$ cat config.mk
export PLATFORM = sky130hd
export DESIGN_NAME = skrt_cell
export DESIGN_NICKNAME = d
export VERILOG_FILES = /design/src/rtl/sorted_key_rule_table_assert.svh /design/src/rtl/skrt_pkg.sv /design/src/rtl/skrt_cell.sv
export SDC_FILE = /design/constraint.sdc
export NUM_CORES = 1
export LEC_CHECK = 0
export BUFFER_PORTS_ARGS = -buffer_cell sky130_fd_sc_hd__clkbuf_2
export CAP_MARGIN = 20
export CORE_UTILIZATION = 45
export CTS_BUF_LIST = sky130_fd_sc_hd__clkbuf_16
export DETAILED_ROUTE_END_ITERATION = 6
export GPL_TIMING_DRIVEN = 0
export PLACE_DENSITY_LB_ADDON = 0.25
export REMOVE_ABC_BUFFERS = 1
export SETUP_SLACK_MARGIN = 0.4
export SKIP_LAST_GASP = 1
export SLEW_MARGIN = 40
export SYNTH_ARGS = -nofsm -noshare
export SYNTH_HDL_FRONTEND = slang
export SYNTH_SLANG_ARGS = --single-unit
$ cat constraint.sdc
create_clock -name clk_i -period 7.5 [get_ports clk_i]
set_input_delay 1.5 -clock clk_i [delete_from_list [all_inputs] [get_ports clk_i]]
set_output_delay 1.5 -clock clk_i [all_outputs]
set_load 0.005 [all_outputs]
$ cat src/rtl/sorted_key_rule_table_assert.svh
// Assertion macros for the rule table RTL; skrt_ctrl is the file that includes them.
// Needs clk_i and rst_ni in the scope where the macros are used.
`ifndef SORTED_KEY_RULE_TABLE_ASSERT_SVH
`define SORTED_KEY_RULE_TABLE_ASSERT_SVH

// Same-cycle implication.
`define SKRT_ASSERT_IMP(lbl, ante, cons, msg) \
  lbl: assert property (@(posedge clk_i) disable iff (!rst_ni) (ante) |-> (cons)) \
    else $error(msg);

// Next-cycle implication.
`define SKRT_ASSERT_NXT(lbl, ante, cons, msg) \
  lbl: assert property (@(posedge clk_i) disable iff (!rst_ni) (ante) |=> (cons)) \
    else $error(msg);

`endif

$ cat src/rtl/skrt_pkg.sv
// Package for the sorted key rule table: depth, codes and shared types.
// Used by skrt_cell, skrt_ctrl and sorted_key_rule_table.
package skrt_pkg;

  localparam int TABLE_DEPTH = 64;
  localparam int CNT_W       = $clog2(TABLE_DEPTH + 1);

  typedef enum logic [1:0] {
    FN_INS_INT = 2'd0,
    FN_INS_EXT = 2'd1,
    FN_LOOKUP  = 2'd2
  } skrt_func_e;

  typedef enum logic [2:0] {
    STS_INSERTED  = 3'd0,
    STS_DUPLICATE = 3'd1,
    STS_FULL      = 3'd2,
    STS_FOUND     = 3'd3,
    STS_NOT_FOUND = 3'd4
  } skrt_status_e;

  typedef enum logic [1:0] {
    S_IDLE,
    S_CMP,
    S_APPLY
  } skrt_state_e;

  typedef struct packed {
    logic signed [15:0] key;
    logic               ext;
    logic signed [31:0] id;
    logic signed [15:0] dest;
  } skrt_entry_t;

  // Strobes from the controller to every cell of the row.
  typedef struct packed {
    logic cmp;
    logic ins;
  } skrt_ctl_t;

endpackage

$ cat src/rtl/skrt_cell.sv
// One slot of the sorted rule row: holds an entry and its compare flags.
// Depends on skrt_pkg.
module skrt_cell (
  input  logic                clk_i,
  input  logic                rst_ni,
  input  skrt_pkg::skrt_ctl_t ctl_i,
  input  logic signed [15:0]  key_i,
  input  skrt_pkg::skrt_entry_t new_i,
  input  logic                occ_i,
  input  logic                prev_lt_i,
  input  skrt_pkg::skrt_entry_t prev_i,
  output logic                lt_o,
  output logic                hit_o,
  output skrt_pkg::skrt_entry_t entry_o
);
  import skrt_pkg::*;

  skrt_entry_t entry_q;
  logic        lt_q;
  logic        hit_q;

  always_ff @(posedge clk_i or negedge rst_ni) begin
    if (!rst_ni) begin
      lt_q  <= 1'b0;
      hit_q <= 1'b0;
    end else if (ctl_i.cmp) begin
      lt_q  <= occ_i && (entry_q.key < key_i);
      hit_q <= occ_i && (entry_q.key == key_i);
    end
  end

  // Entries below the insert point stay; the slot at the insert point takes
  // the new rule and every slot above it takes its lower neighbor's entry.
  always_ff @(posedge clk_i) begin
    if (ctl_i.ins && !lt_q) begin
      entry_q <= prev_lt_i ? new_i : prev_i;
    end
  end

  assign lt_o    = lt_q;
  assign hit_o   = hit_q;
  assign entry_o = entry_q;

endmodule

==> summary.md, run 1 <==
| Metric | Value |
|---|---|
| I/O Pins | 219 |
| Core area | 6870 sq um |
| Num CTS Buffers | 9 |
| Crit. End Element | flip-flop |
| Router iterations before antenna repair | 4 |
| Worst slew margin | 0.762 |
| Slowest Stage Delay on Critical Path | 0.35 ns |
| RePlAce Congestion | 0.733 |
| CTS Buffer Depth | 2 |
| Grt met1 use | 0.215 |
| Vias | 2493 |
| Register area | 2000 sq um |
| Outcome | finished, final reports clean |
| CP Class | primary input to flip-flop |
| Post_cts resized | 0 |
| Adder-Cell Fraction of Synth Area | 0.0619 |
| Final worst slack | 4.65 ns |
| CTS tree | done |
| Remaining DRCs | 0 |
| Die area | 7530 sq um |
| Internal power | 0.000774 W |
| WP buf/inv | 2 |
| Leak pwr | 2.28 nW |
| CTS H-tree lvls | 3 |
| Worst path top cell family by delay | simple AND/OR/NAND/NOR gates |
| Sink Count | 67 |
| Comb pwr share | 0.175 |
| Post-synthesis mux area share | 0.231 |
| Grt met2 use | 0.365 |
| Setup violations, final | 0 |
| Leading area contributor after synthesis | edfxtp_1 |
| Switching pwr | 0.000233 W |
| Synth Area in Simple Gates | 0.0321 |
| VDD IR max | 0.126 mV |
| Synth Area in Compound Gates | 0.0244 |
| Post-DP HPWL | 6140 um |
| Met3 Usage GRT | 0.0667 |
| Worst hold path class | flip-flop to flip-flop |
| WL final | 7570 um |
| Switching part of the total | 0.231 |
| Total track usage | 0.205 |
| First-pass GRT wire length | 11400 um |
| Area growth from synthesis to layout | 47.3% |
| Antenna diodes | 0 |
| Count of final hold-check violations | 0 |
| Clock slew at reported path FFs | 0.05 ns |
| Area occupied by multi-input gates | 1140 sq um |
| RSZ-0062 raised after global routing | false |
| # fillers | 528 |
| Worst Setup Start Kind | primary input |
| Final setup TNS | 0 ns |
| Flops & latches, synth | 67 |
| Vias in the first global route | 2462 |
| Worst Path Required | 7.70 ns |
| Hold buffers post-CTS | 0 |
| DIE HEIGHT | 86.8 um |
| Most instantiated cells after synthesis | edfxtp_1 (65), mux2_2 (65), inv_1 (19), ha_1 (16), a21oi_1 (7) |
| PD cells | 211 nW/um^2 |
| Slew of the pin with the lowest slew margin | 0.353 ns |
| Clk pwr share | 0.356 |
| Period utilisation layout | 0.380 |
| Largest fanout on the critical path | 4 |
| 1st-iter DRT viols | 42 |
| Largest family of logic cells by synthesized area | multiplexers |
| Distinct cells, synth | 22 |
| Clock Tree Root | clkbuf_16 |
| Top cells by area, synth | edfxtp_1 (60%), mux2_2 (23%), ha_1 (6.2%) |
| Layout cell share with drive strength beyond 1 | 0.697 |
| Synth async-reset ratio | 0.0299 |
| Yosys warnings | 0 |
| Wirelength per Cell | 14.2 um |
| Area share of the largest cell type after synthesis | 0.603 |
| Vias per std cell | 4.69 |
| Synth Area in XOR/XNOR | 0 |
| Detail Route Antenna Nets | 0 |
| Seq pwr share | 0.470 |
| CP max-delay cell | or3_1 |
| Mean Syn Cell Area | 15.7 sq um |
| Pre-CTS setup slack | 4.32 ns |
| # port buffers | 218 |
| Rows | 30 |
| Initial antenna violation count | 0 |
| Final slew viol count | 0 |
| Max-cap violations | 0 |
| Number of synthesized flops with an enable pin | 65 |
| Top FF cell, synth | edfxtp_1 |
| F_max | 351 MHz |
| Clock latency on the worst-skew pair | 0.32 ns |
| Postcts setup bufs | 0 |
| Arrival @ worst endpoint | 3.05 ns |
| Largest net degree at the start of global routing | 43 |
| Clock skew | 0.00480 ns |
| Grt total ovfl | 0 |
| Initial core utilization | 0.471 |
| Busiest grt layer | met2 |
| Final Net Count | 600 |
| Register area share after synthesis | 0.619 |
| Critical path, cell by cell | clkbuf_2 -> inv_1 -> ha_1 -> nand4_2 -> nor2_1 -> or3_1 -> a221oi_2 -> mux2_4 |
| Netlist Area Pre-Place | 3240 sq um |
| Post-Syn Instances | 206 |
| Die W | 86.8 um |
| Period minus WS final | 2.85 ns |
[layer usage]
metal	vias up	share of wire
li1	1231	-
met1	1117	0.37
met2	132	0.53
met3	13	0.089
met4	0	0.016
met5	-	0
[state kept, by name, summed over array words and instances, names as in the netlist]
signal / flops
entry_o: 65
hit_o: 1
lt_o: 1
[final cells by class]
| class | instances | area share |
|---|---|---|
| Clock buffer | 9 | 0.0473 |
| Timing Repair Buffer | 222 | 0.248 |
| Clock inverter | 6 | 0.00551 |
| Multi-Input combinational cell | 113 | 0.239 |
| Inverter | 19 | 0.0150 |
| Sequential cell | 67 | 0.420 |
| Tap cell | 96 | 0.0252 |
[per-stage QoR]
step	total power (W)	std cells	util	hold slack, ns	instance area, sq um
2_1_floorplan	0.000553	199	-	0.517	3200
3_3_place_gp	0.000646	513	0.643	0.508	4410
3_5_place_dp	0.000659	517	0.657	0.524	4510
4_1_cts	0.00102	532	0.694	0.534	4770
5_1_grt	0.00105	532	0.694	0.576	4770
6_report	0.00101	532	0.694	0.535	4770
[cells in the final DEF, fill, tap and decap left out, types with 2 or more instances in the layout]
master | synthesis | final
clkbuf_16 | 0 | 9
buf_16 | 0 | 2
ha_1 | 16 | 16
o21ai_0 | 4 | 4
inv_1 | 19 | 21
edfxtp_1 | 65 | 65
a21oi_1 | 7 | 7
dfrtp_1 | 2 | 2
clkinv_2 | 0 | 3
nand2_1 | 5 | 5
nor2_1 | 2 | 2
nand3_1 | 2 | 2
clkbuf_2 | 0 | 217
nor3_1 | 2 | 2
mux2_2 | 65 | 65
[worst register-to-register path, delay by kind of cell, from the launching register on]
family / cells / cell delay, ns
AND/OR/NAND/NOR: 2 / 0.40
adder cells (fa/ha/maj): 1 / 0.31
AO/OA/AOI/OAI: 2 / 0.36
multiplexers: 1 / 0.32
flip-flops: 1 / 0.42
[power groups by stage]
stage	Sequential, W	Combinational (W)	Clock [W]
global route	0.000476	0.000194	0.000382
CTS	0.000473	0.000180	0.000366
global placement	0.000484	0.000162	0
detailed placement	0.000480	0.000179	0
finish	0.000473	0.000176	0.000358
floorplan	0.000488	0.0000653	0
[cells by family after synthesis]
logic type,count (synthesis)
DFF,67
muxes,66
and+or+nand+nor,18
buffers and inverters,26
adders and majority gates,16
AOI/OAI and AO/OA,13
[worst paths after layout]
kind	startpoint	to	slack, ns	depth (start not counted)
min in group asynchronous	rst_ni	hit_o	0.96	1
max in group asynchronous	rst_ni	lt_o	6.44	1
worst max-delay path	key_i[15]	lt_o	4.65	8
worst max register to register	entry_o[60]	lt_o	5.58	6
worst min register to register	hit_o	hit_o	0.53	2
worst min-delay path	hit_o	hit_o	0.53	2
Note: power is estimated with default switching activity, not from simulation.
==> run 2, diff against run 1 <==
--- a/config.mk
+++ b/config.mk
@@ -5,9 +5,10 @@
 export SDC_FILE = /design/constraint.sdc
 export NUM_CORES = 1
 export LEC_CHECK = 0
+export ABC_AREA = 1
 export BUFFER_PORTS_ARGS = -buffer_cell sky130_fd_sc_hd__clkbuf_2
 export CAP_MARGIN = 20
-export CORE_UTILIZATION = 45
+export CORE_UTILIZATION = 42
 export CTS_BUF_LIST = sky130_fd_sc_hd__clkbuf_16
 export DETAILED_ROUTE_END_ITERATION = 6
 export GPL_TIMING_DRIVEN = 0
==> constraint.sdc (replaced) <==
create_clock -name clk_i -period 2.7 [get_ports clk_i]
set_input_delay 0.54 -clock clk_i [delete_from_list [all_inputs] [get_ports clk_i]]
set_output_delay 0.54 -clock clk_i [all_outputs]
set_load 0.005 [all_outputs]
==> run 2 against run 1 <==
Effect of this change:
- area after synthesis is 1.5% higher
- via count is 1.7% higher
- register-to-register slack worse by 4.4 ns
- combinational power grew to 2.7 times the previous value
- critical path type unchanged
- largest cell class unchanged
- highest routed layer unchanged
==> summary.md, run 2 <==
| Metric | Value |
|---|---|
| Outcome | finished, final reports clean |
| Antenna diodes | 0 |
| Top cells by area, synth | edfxtp_1 (59%), mux2_2 (22%), ha_1 (6.1%) |
| Die area | 8180 sq um |
| Synth async-reset ratio | 0.0299 |
| Clock skew | 0.0105 ns |
| Max-cap violations | 0 |
| Largest net degree at the start of global routing | 40 |
| FF-to-FF End | lt_o |
| Top sig layer | met4 |
| Post-DP HPWL | 5980 um |
| Reg2reg setup slack | 1.21 ns |
| Yosys warnings | 0 |
| Worst Path Required | 2.76 ns |
| CP max-delay cell | mux2_2 |
| Clock slew at reported path FFs | 0.05 ns |
| Total track usage | 0.187 |
| Core area | 7410 sq um |
| Period minus WS final | 1.50 ns |
| Area growth from synthesis to layout | 46.5% |
| WL final | 7410 um |
| Distinct cells, synth | 17 |
| Wirelength per Cell | 13.4 um |
| Sink Count | 67 |
| Period utilisation layout | 0.554 |
| Worst hold path class | primary input to flip-flop |
| First-pass GRT wire length | 11700 um |
| Non-filler instance count after layout | 551 |
| CTS tree | done |
| Slowest Stage Delay on Critical Path | 0.36 ns |
| Detail Route Antenna Nets | 0 |
| CTS H-tree lvls | 3 |
| Vias per std cell | 4.60 |
| I/O Pins | 219 |
| Leak pwr | 2.34 nW |
| Mean Syn Cell Area | 14.8 sq um |
| Max reg flops | 65 |
| Most instantiated cells after synthesis | edfxtp_1 (65), mux2_2 (65), inv_1 (25), nand2_1 (23), ha_1 (16) |
| Leading area contributor after synthesis | edfxtp_1 |
| Final slew viol count | 0 |
| Grt total ovfl | 0 |
| Reg2reg path depth | 10 |
| Num CTS Buffers | 9 |
| Post_cts resized | 0 |
| Critical Path Source | prev_lt_i |
| Initial antenna violation count | 0 |
| Setup violations, final | 0 |
| Number of synthesized flops with an enable pin | 65 |
| Arrival @ worst endpoint | 1.56 ns |
| CP Class | primary input to flip-flop |
| Worst Setup Start Kind | primary input |
| Hold Slack | 0.499 ns |
| Clock latency on the worst-skew pair | 0.32 ns |
| Slew of the pin with the lowest slew margin | 0.431 ns |
| 1st-iter DRT viols | 35 |
| Fin util | 0.650 |
| Top FF cell, synth | edfxtp_1 |
| Netlist Area Pre-Place | 3280 sq um |
| Initial core utilization | 0.443 |
| Worst R2R Start | entry_o[60] |
| End of the critical path | entry_o[4] |
| VDD IR max | 0.346 mV |
| Area share of the largest cell type after synthesis | 0.594 |
| Die W | 90.4 um |
| F_max | 668 MHz |
| Most frequent cells in the layout | clkbuf_2 (217), mux2_2 (65), edfxtp_1 (65), inv_1 (25), nand2_1 (23) |
| # port buffers | 218 |
| RePlAce Congestion | 0.796 |
| Met2 wire length | 3880 um |
| CTS Buffer Depth | 2 |
| Layout cell share with drive strength beyond 1 | 0.664 |
| Worst slew margin | 0.712 |
| Clock Tree Root | clkbuf_16 |
| Register area share after synthesis | 0.610 |
| Largest fanout on the critical path | 39 |
| Remaining DRCs | 0 |
| Met3 WL | 634 um |
| Wl on met1 | 2810 um |
| Post-Syn Instances | 222 |
| DIE HEIGHT | 90.4 um |
| Critical path, cell by cell | clkbuf_4 -> buf_12 -> mux2_2 |
| Leading cell type in the layout, fill and taps excluded | clkbuf_2 |
| Inst Count DP | 536 |
| Rows | 31 |
| Crit. End Element | flip-flop |
| Count of final hold-check violations | 0 |
| Router iterations before antenna repair | 4 |
| Final worst slack | 1.20 ns |
| Flops & latches, synth | 67 |
| Final Net Count | 617 |
| Pre-CTS setup slack | 0.861 ns |
| Vias in the first global route | 2612 |
| Total power | 0.00284 W |
| RSZ-0062 raised after global routing | false |
| PD cells | 591 nW/um^2 |
| Vias | 2536 |
## run 2: cell count changes after synthesis, sizes merged, moves of 3 or more
cell   previous run  this run
inv              19        25
nand2             5        23
nor2              2         5
o21ai             4         1
## run 2: cell type report
class	count	area [sq um]
fillers	598	2600
inverters	25	93.8
clock buffers	9	225
well taps	99	124
multi-input cells	123	1130
repair buffers	223	1190
flip-flops and latches	67	2000
clock inverters	5	46.3
## run 2: how the worst min path moves through the flow
stage	from	to	slack (ns)	cells after the start
5_1_grt	hit_o	hit_o	0.51	1
4_1_cts	ctl_i[1]	lt_o	0.49	4
6_report	ctl_i[1]	lt_o	0.50	4
3_3_place_gp	rst_ni	lt_o	0.33	1
3_5_place_dp	rst_ni	lt_o	0.33	1
2_1_floorplan	rst_ni	hit_o	0.24	0
## run 2: power breakdown
| part | leakage, nW | internal, W | switching (W) |
|---|---|---|---|
| clock | 0.134 | 0.000692 | 0.000387 |
| combinational | 1.56 | 0.000260 | 0.000207 |
| sequential | 0.650 | 0.00127 | 0.0000317 |
| total | 2.34 | 0.00222 | 0.000626 |
## run 2: per-stage QoR
stage	setup TNS (ns)	instance area, sq um
after floorplan	-71.22	3220
after global placement	-155.25	4430
after detailed placement	0	4530
after CTS	0	4810
after global routing	0	4810
final	0	4810
## run 2: kinds of logic (layout without fill, tap and decap cells)
group,after synthesis,in the layout,share of synthesized area
DFF,67,67,0.610
muxes,65,65,0.223
and+or+nand+nor,33,33,0.0411
buffers and inverters,32,262,0.0495
adders and majority gates,16,16,0.0610
AOI/OAI and AO/OA,9,9,0.0160
## run 2: timing repair
| action | 4_1_cts | 5_1_grt |
|---|---|---|
| hold endpoints to repair | 2 | 0 |
| hold buffers | 1 | 0 |
| setup buffers | 0 | 0 |
## run 2: routing by layer
layer  global-route usage  up-vias
li1                     -     1260
met1                0.195     1141
met2                0.342      129
met3               0.0631        6
met4               0.0780        0
met5                    0        -
## run 2: critical path: cells and delay by family
family                 cells  cell delay (ns)
buffers and inverters      2             0.62
multiplexers               1             0.36
